$ cat config.mk
export PLATFORM = sky130hd
export DESIGN_NAME = tsa_ctrl
export DESIGN_NICKNAME = d
export VERILOG_FILES = /design/src/sv/tsa_pkg.sv /design/src/sv/tsa_ctrl.sv
export SDC_FILE = /design/constraint.sdc
export NUM_CORES = 1
export LEC_CHECK = 0
export BUFFER_PORTS_ARGS = -buffer_cell sky130_fd_sc_hd__buf_2
export CORE_AREA = 5 5 42 44
export CTS_BUF_LIST = sky130_fd_sc_hd__clkbuf_4 sky130_fd_sc_hd__clkbuf_8
export DETAILED_ROUTE_END_ITERATION = 10
export DIE_AREA = 0 0 47 49
export PLACE_DENSITY = 0.67
export SLEW_MARGIN = 20
export SYNTH_ARGS = -nofsm -noshare
export SYNTH_HDL_FRONTEND = slang
export SYNTH_SLANG_ARGS = --single-unit
$ cat constraint.sdc
create_clock -name clk -period 1.1 [get_ports clk]
set_input_delay 0 -clock clk [delete_from_list [all_inputs] [get_ports clk]]
set_output_delay 0 -clock clk [all_outputs]
set_load 0.02 [all_outputs]
$ cat src/sv/tsa_pkg.sv
// Package for the transmit segment aggregator with ack coalescing.
// Holds request and segment codes, the store entry layout and the
// controller/datapath command and status structs. No dependencies.
package tsa_pkg;

  localparam logic [1:0] REQ_DATA    = 2'd0;
  localparam logic [1:0] REQ_ACK     = 2'd1;
  localparam logic [1:0] REQ_TIMEOUT = 2'd2;
  localparam logic [1:0] REQ_UNUSED  = 2'd3;

  localparam logic [1:0] KIND_DATA     = 2'd0;
  localparam logic [1:0] KIND_ACK      = 2'd1;
  localparam logic [1:0] KIND_FRAG_ACK = 2'd2;

  // Width of an ack bitmap and of the alignment window.
  localparam int unsigned WIN = 32;

  typedef enum logic [2:0] {
    S_IDLE,
    S_DECIDE,
    S_RD,
    S_OUT,
    S_ADD,
    S_CHECK
  } state_t;

  typedef struct packed {
    logic [1:0]  kind;
    logic [31:0] session;
    logic [31:0] seq;
    logic [15:0] frag_total;
    logic [15:0] frag_pos;
    logic [15:0] len;
    logic [31:0] handle;
  } entry_t;

  typedef struct packed {
    logic latch;   // capture the input transaction
    logic merge;   // set one bit in the open ack bitmap
    logic add;     // append a new segment
    logic rd;      // read the store at the drain pointer
    logic step;    // advance the drain pointer
    logic clear;   // empty the store and close the open acks
  } cmd_t;

  typedef struct packed {
    logic [1:0] req;
    logic       merge;
    logic       pre_flush;
    logic       post_flush;
    logic       empty;
    logic       last;
  } sts_t;

endpackage

$ cat src/sv/tsa_ctrl.sv
// Controller state machine of the transmit segment aggregator.
// Depends on tsa_pkg for the state type and the command/status structs.
module tsa_ctrl (
  input  logic           clk,
  input  logic           rst,
  input  logic           in_valid,
  output logic           in_ready,
  output logic           out_valid,
  input  logic           out_ready,
  input  tsa_pkg::sts_t  sts,
  output tsa_pkg::cmd_t  cmd
);

  tsa_pkg::state_t state, state_next;
  logic then_add, then_add_next;

  always_ff @(posedge clk) begin
    if (rst) begin
      state    <= tsa_pkg::S_IDLE;
      then_add <= 1'b0;
    end else begin
      state    <= state_next;
      then_add <= then_add_next;
    end
  end

  always_comb begin
    state_next    = state;
    then_add_next = then_add;
    cmd           = '0;
    in_ready      = 1'b0;
    out_valid     = 1'b0;
    case (state)
      tsa_pkg::S_IDLE: begin
        in_ready = 1'b1;
        if (in_valid) begin
          cmd.latch  = 1'b1;
          state_next = tsa_pkg::S_DECIDE;
        end
      end
      tsa_pkg::S_DECIDE: begin
        case (sts.req)
          tsa_pkg::REQ_TIMEOUT: begin
            then_add_next = 1'b0;
            if (sts.empty) begin
              cmd.clear  = 1'b1;
              state_next = tsa_pkg::S_IDLE;
            end else begin
              state_next = tsa_pkg::S_RD;
            end
          end
          tsa_pkg::REQ_DATA, tsa_pkg::REQ_ACK: begin
            if (sts.merge) begin
              cmd.merge  = 1'b1;
              state_next = tsa_pkg::S_IDLE;
            end else if (sts.pre_flush) begin
              then_add_next = 1'b1;
              if (sts.empty) begin
                cmd.clear  = 1'b1;
                state_next = tsa_pkg::S_ADD;
              end else begin
                state_next = tsa_pkg::S_RD;
              end
            end else begin
              state_next = tsa_pkg::S_ADD;
            end
          end
          default: state_next = tsa_pkg::S_IDLE;
        endcase
      end
      tsa_pkg::S_RD: begin
        cmd.rd     = 1'b1;
        state_next = tsa_pkg::S_OUT;
      end
      tsa_pkg::S_OUT: begin
        out_valid = 1'b1;
        if (out_ready) begin
          if (sts.last) begin
            cmd.clear  = 1'b1;
            state_next = then_add ? tsa_pkg::S_ADD : tsa_pkg::S_IDLE;
          end else begin
            cmd.step   = 1'b1;
            state_next = tsa_pkg::S_RD;
          end
        end
      end
      tsa_pkg::S_ADD: begin
        cmd.add    = 1'b1;
        state_next = tsa_pkg::S_CHECK;
      end
      tsa_pkg::S_CHECK: begin
        if (sts.post_flush) begin
          then_add_next = 1'b0;
          state_next    = tsa_pkg::S_RD;
        end else begin
          state_next = tsa_pkg::S_IDLE;
        end
      end
      default: state_next = tsa_pkg::S_IDLE;
    endcase
  end

`ifndef NO_ASSERTIONS
  a_out_only_in_out: assert property (@(posedge clk) disable iff (rst)
    out_valid |-> !in_ready && !cmd.add && !cmd.merge)
    else $error("result offered while the controller is busy elsewhere");
  a_add_then_check: assert property (@(posedge clk) disable iff (rst)
    cmd.add |=> state == tsa_pkg::S_CHECK)
    else $error("an add was not followed by the post-add check");
  a_last_ends_drain: assert property (@(posedge clk) disable iff (rst)
    (out_valid && out_ready && sts.last) |=> !out_valid)
    else $error("drain continued past the last segment");
`endif

endmodule

==> results of run 1 <==
synth_stat cells, types with 2 or more instances:
cell      instances  area, um^2
nor4_1            2        12.5
nor2b_1           3        18.8
nor3_1            3        15.0
and2_1            2        12.5
inv_1             4        15.0
buf_2             2        10.0
nand3_1           3        15.0
dfxtp_1           4        80.1
a31oi_1           2        12.5
nand4_1           2        12.5
nand2b_1          5        31.3
a21oi_1           2        10.0
nor2_1            2        7.51
sequential cells by signal (all words and copies together) (netlist names):
name      cells
state         3
then_add      1
area by class of cell:
cell class / instances / area [um^2]
Timing Repair Buffer: 36 / 305
Inverter: 4 / 17.5
Fill cell: 130 / 603
Tap cell: 16 / 20.0
Clock buffer: 3 / 22.5
Multi-Input combinational cell: 37 / 344
Sequential cell: 4 / 88.8
per-layer routing:
layer	wire (um)	global-route usage, %
met5	0	0
met4	11	6.91
met3	94	3.69
met2	691	18.8
met1	585	17.0
metrics by stage:
step | hold WS (ns) | TNS [ns] | area (um^2)
detailed placement | 0.237 | -1.02 | 602
global placement | 0.220 | -0.854 | 602
finish | 0.0271 | -1.00 | 798
floorplan | 0.0370 | -0.257 | 423
CTS | 0.00890 | -0.818 | 734
global route | 0.0120 | -1.59 | 798
where the power goes:
part,leakage (uW),internal [uW],total (uW),switching (uW)
Clock,0.0000138,123,198,74.9
Sequential,0.0000345,149,156,7.55
Combinational,0.000294,113,202,89.1
final timing paths:
path / to / cells after the start
setup / recovery: state[2] / 4
hold / removal: state[2] / 2
setup reg to reg: state[2] / 4
hold reg to reg: then_add / 2
cell families (layout without fill, tap and decap cells):
family,after synthesis,count (layout),share of synthesized area [%]
buffers and inverters,8,43,10.6
flip-flops,4,4,21.2
AND/OR/NAND/NOR,25,25,43.7
AO/OA/AOI/OAI,12,12,24.5
worst reg2reg max path, stage by stage (launching register included):
cell and delay [ns]:
dfxtp_4 0.36, buf_12 0.11, nor4b_4 0.19, a31oi_1 0.19
a2111oi_4 0.34
what timing repair did:
action	in CTS	in global routing
gates resized for setup	21	10
setup endpoints to repair	12	12
pin swaps	5	6
endpoints found under the hold margin	0	0
buffers inserted	1	5
gates cloned	1	0
cell usage in the layout, fill, tap and decap left out, types with 2 or more instances in the layout:
cell / instances
buf_4: 18
buf_2: 10
buf_6: 6
nand2b_1: 4
inv_1: 3
nor2b_1: 3
clkbuf_4: 3
nor3_2: 2
nor2_1: 2
nand3_1: 2
nand4_1: 2
a31oi_1: 2
dfxtp_4: 2
==> summary.txt, run 1 <==
Outcome
  – Outcome: finished, violations left
  – Violated checks: negative setup slack

Die
  – Die area: 2300 um^2
  – Core area: 1400 um^2
  – Initial core utilization: 27.0%
  – Io pins: 19
  – FP Rows: 14
  – Die X: 47 um
  – DIE HEIGHT: 49 um

Critical path
  – Startpoint Class: register
  – Crit path buffers/inverters: 1
  – Critical path's slowest cell: dfxtp_4
  – Worst Path Max Fanout: 5
  – Setup slack, reg-to-reg: -0.20 ns
  – Worst Path Arrival: 1.44 ns
  – Worst Setup SP: state[0]
  – Crit-path max cell delay: 0.36 ns
  – CP top delay family: compound AO/OA/AOI/OAI gates
  – Crit Path Category: register to register
  – Worst setup EP type: register
  – Required @ worst endpoint: 1.24 ns
  – Reg2Reg Launch Point: state[0]
  – Cell chain of the critical path: buf_12 > nor4b_4 > a31oi_1 > a2111oi_4

Clock tree
  – CTS Buffer Depth: 2
  – Clock sinks: 4
  – CTS Buf Count: 3
  – H-tree depth: 1
  – Clk Latency, worst-skew pair: 0.25 ns
  – Root Buffer: clkbuf_4
  – CTS clock-pin slew for the worst setup and hold paths: 0.05 ns
  – Hold_buf cts: 0
  – CTS tree: yes

Route
  – Drt total wl: 1380 um
  – First-pass DRT Iterations: 4
  – Starting DRT DRC Count: 8
  – Vias/cell: 5.20
  – Vias: 520
  – WL/cell: 13.8 um
  – Routed Antenna Nets: 0
  – DRC viols: 0

STA
  – Final min period: 1.30 ns
  – Fmax achieved: 770 MHz
  – Max-slew headroom: 76.4%
  – Period utilization: 118%
  – Final Max Slew Viols: 0
  – Final setup viols: 9
  – Fin. Hold Viols: 0
  – Unrepaired setup endpoints after global routing: true
  – Worst setup margin: -0.198 ns
  – Clock Skew: 0.0130 ns
  – Slew @ Worst Pin: 0.352 ns

Placed design
  – Global placement routability congestion: 0.799
  – Placed cell count: 90
  – Buffers on Ports: 18
  – DP HPWL: 884 um
  – Post-Place Setup Slack: -0.271 ns

Hold path
  – Hold path start: rst
  – Worst hold path class: input port to register

Final layout
  – Utilization after layout: 57.0%
  – Layout Cells excl Fill: 100
  – Nets: 97
  – Area Growth Syn to Fin: 111%
  – Layout cells sized above 1: 65.5%
  – Diodes inserted: 0

Synthesis
  – Synth warn: 0
  – Syn Inst Count: 49
  – Cell area after synthesis: 378 um^2
  – Netlist cell types: 26
  – Dominant synthesized flop cell: dfxtp_1
  – Post-Syn Nets: 60
  – Number of flops mapped to enable cells by yosys: 0
  – FF+latch count, synth: 4
  – Synth async-reset ratio: 0%
  – Seq/Total Area, Yosys: 21.2%
  – Syn_area_per_cell: 7.71 um^2

Power
  – Power Density: 697 nW/um^2
  – Overall power: 557 uW
  – Pleak: 0.000343 uW
  – Worst IR Drop VDD: 404 uV

GRT
  – Gr usage total: 13.1%
  – Initial antenna violation count: 0
  – Gr ovfl total: 0
  – Largest net degree at the start of global routing: 14
  – Vias in the first global route: 502
  – First-pass GRT wire length: 2190 um

Run
  – Max capacitance violation total: 0
Note: power is estimated with default switching activity, not from simulation.
==> inputs of run 2 (changes only) <==
- clock period: 1.1 -> 1.05 ns (I/O delays scaled with it)
==> summary.txt, run 2 (same netlist as run 1, synthesis figures left out) <==
Outcome
  – Outcome: finished, violations left
  – Violated checks: negative setup slack

Critical path
  – Worst Path Max Fanout: 5 (unchanged)
  – Startpoint Class: register
  – Worst Path Arrival: 1.25 ns (-0.19 ns)
  – Worst setup EP type: output port
  – Required @ worst endpoint: 1.05 ns (-0.19 ns)
  – Crit Path Category: register to output port

GRT
  – Largest net degree at the start of global routing: 9 (-5)
  – First-pass GRT wire length: 2390 um (+9.5%)
  – Initial antenna violation count: 0 (unchanged)
  – Vias in the first global route: 556 (+11%)
  – Gr usage total: 14.4% (+1.4 points)
  – Gr ovfl total: 0 (unchanged)

Die
  – Die X: 47 um (unchanged)
  – FP Rows: 14 (unchanged)
  – Io pins: 19 (unchanged)
  – Die area: 2300 um^2 (unchanged)
  – Core area: 1400 um^2 (unchanged)
  – DIE HEIGHT: 49 um (unchanged)
  – Initial core utilization: 27.0% (unchanged)

Final layout
  – Commonest non-fill, non-tap cell in the layout: buf_4
  – Area Growth Syn to Fin: 119%
  – Layout cells sized above 1: 69.0% (+3.5 points)
  – Layout Cells excl Fill: 103 (+3.0%)
  – Reg with most FFs: state
  – Diodes inserted: 0 (unchanged)
  – Nets: 100 (+3.1%)
  – Max reg flops: 3 (unchanged)
  – Final instance area: 827 um^2 (+3.6%)
  – Top Registers: state x3, then_add x1
  – Most frequent cells in the layout: 16 x buf_4, 12 x buf_6, 10 x buf_2, 4 x inv_1

Power
  – Power Density: 703 nW/um^2 (+0.80%)
  – Worst IR Drop VDD: 492 uV (+22%)
  – Overall power: 581 uW (+4.4%)
  – Pleak: 0.000366 uW (+6.7%)

Placed design
  – Buffers on Ports: 18 (unchanged)
  – DP HPWL: 950 um (+7.4%)
  – Global placement routability congestion: 0.824 (+3.1%)
  – Placed cell count: 97 (+7.8%)
  – Placed Instance Area: 642 um^2 (+6.7%)

STA
  – Slew @ Worst Pin: 0.317 ns (-0.0343 ns)
  – Setup TNS: -1.18 ns (-0.172 ns)
  – Max-slew headroom: 78.8% (+2.4 points)
  – Hold slack final: 0.104 ns (+0.0772 ns)
  – Final min period: 1.25 ns
  – Fmax achieved: 803 MHz
  – Worst setup margin: -0.195 ns (+0.00287 ns)
  – Fin. Hold Viols: 0 (unchanged)
  – Final Max Slew Viols: 0 (unchanged)
  – Final setup viols: 11 (+2)
  – Clock Skew: 0.00482 ns (-0.00813 ns)
  – Unrepaired setup endpoints after global routing: true
  – Period utilization: 119%

Route
  – Vias/cell: 5.01 (-3.7%)
  – DRC viols: 0 (unchanged)
  – Routed Antenna Nets: 0 (unchanged)
  – Drt total wl: 1390 um (+0.36%)
  – Starting DRT DRC Count: 3 (-5)
  – First-pass DRT Iterations: 4 (unchanged)
  – WL/cell: 13.5 um (-2.6%)
  – Vias: 516 (-0.77%)

Run
  – Max capacitance violation total: 0 (unchanged)

Clock tree
  – CTS tree: yes
  – Clock sinks: 4 (unchanged)
  – H-tree depth: 1 (unchanged)
  – CTS Buf Count: 3 (unchanged)
  – CTS clock-pin slew for the worst setup and hold paths: 0.04 ns (about the same)
  – CTS Buffer Depth: 2 (unchanged)
  – Clk Latency, worst-skew pair: 0.24 ns (about the same)
  – Root Buffer: clkbuf_4

Hold path
  – Worst hold path class: input port to register
run 2: cell types whose count changed in the layout (fill, tap and decap cells not counted), moves of 2 or more:
cell    change
nor2_1      -2
nor2_2      +2
buf_6       +6
buf_4       -2
run 2: report_power, final:
group / total [uW] / switching [uW] / internal (uW)
Combinational: 227 / 103 / 124
Clock: 192 / 64.5 / 128
Sequential: 162 / 6.76 / 155
Total: 581 / 175 / 407
run 2: layer usage:
layer / vias up / track usage, % / wire, um / part of all wire, %
li1: 261 / - / - / -
met1: 226 / 16.7 / 503 / 36
met2: 25 / 24.0 / 771 / 56
met3: 4 / 3.69 / 97 / 7.0
met4: 0 / 5.99 / 14 / 1.0
met5: - / 0 / 0 / 0
run 2: final timing paths:
path,slack (ns),from,endpoint,cells past startpoint
hold / removal,0.10,sts[0],state[2],3
hold reg to reg,0.51,then_add,then_add,2
setup / recovery,-0.20,state[2],cmd[4],4
setup reg to reg,-0.11,state[0],state[2],4
run 2: worst max-delay path, cell delays in order (launching register included):
cell and delay [ns]:
dfxtp_4 0.36, nor4b_4 0.27, buf_4 0.15, and2_4 0.12
buf_6 0.11
run 2: timing repair:
item                                   4_1_cts  5_1_grt
buffers inserted                             1        1
pin swaps                                   10        6
setup endpoints to repair                   12       12
gates resized for setup                     32        7
hold buffers                                 1        0
endpoints found under the hold margin        1        0
run 2: area by class of cell:
cell class / count / area [um^2]
multi-input combinational: 37 / 365
inverter: 4 / 15.0
tap: 16 / 20.0
sequential: 4 / 88.8
timing repair buffer: 39 / 315
fill: 124 / 574
clock buffer: 3 / 22.5
run 2: through the flow:
step / util, % / setup slack (ns)
final: 59.0 / -0.195
after global routing: 59.0 / -0.258
after CTS: 57.1 / -0.204
after detailed placement: 45.8 / -0.180
after global placement: 45.8 / -0.150
after floorplan: - / -0.144
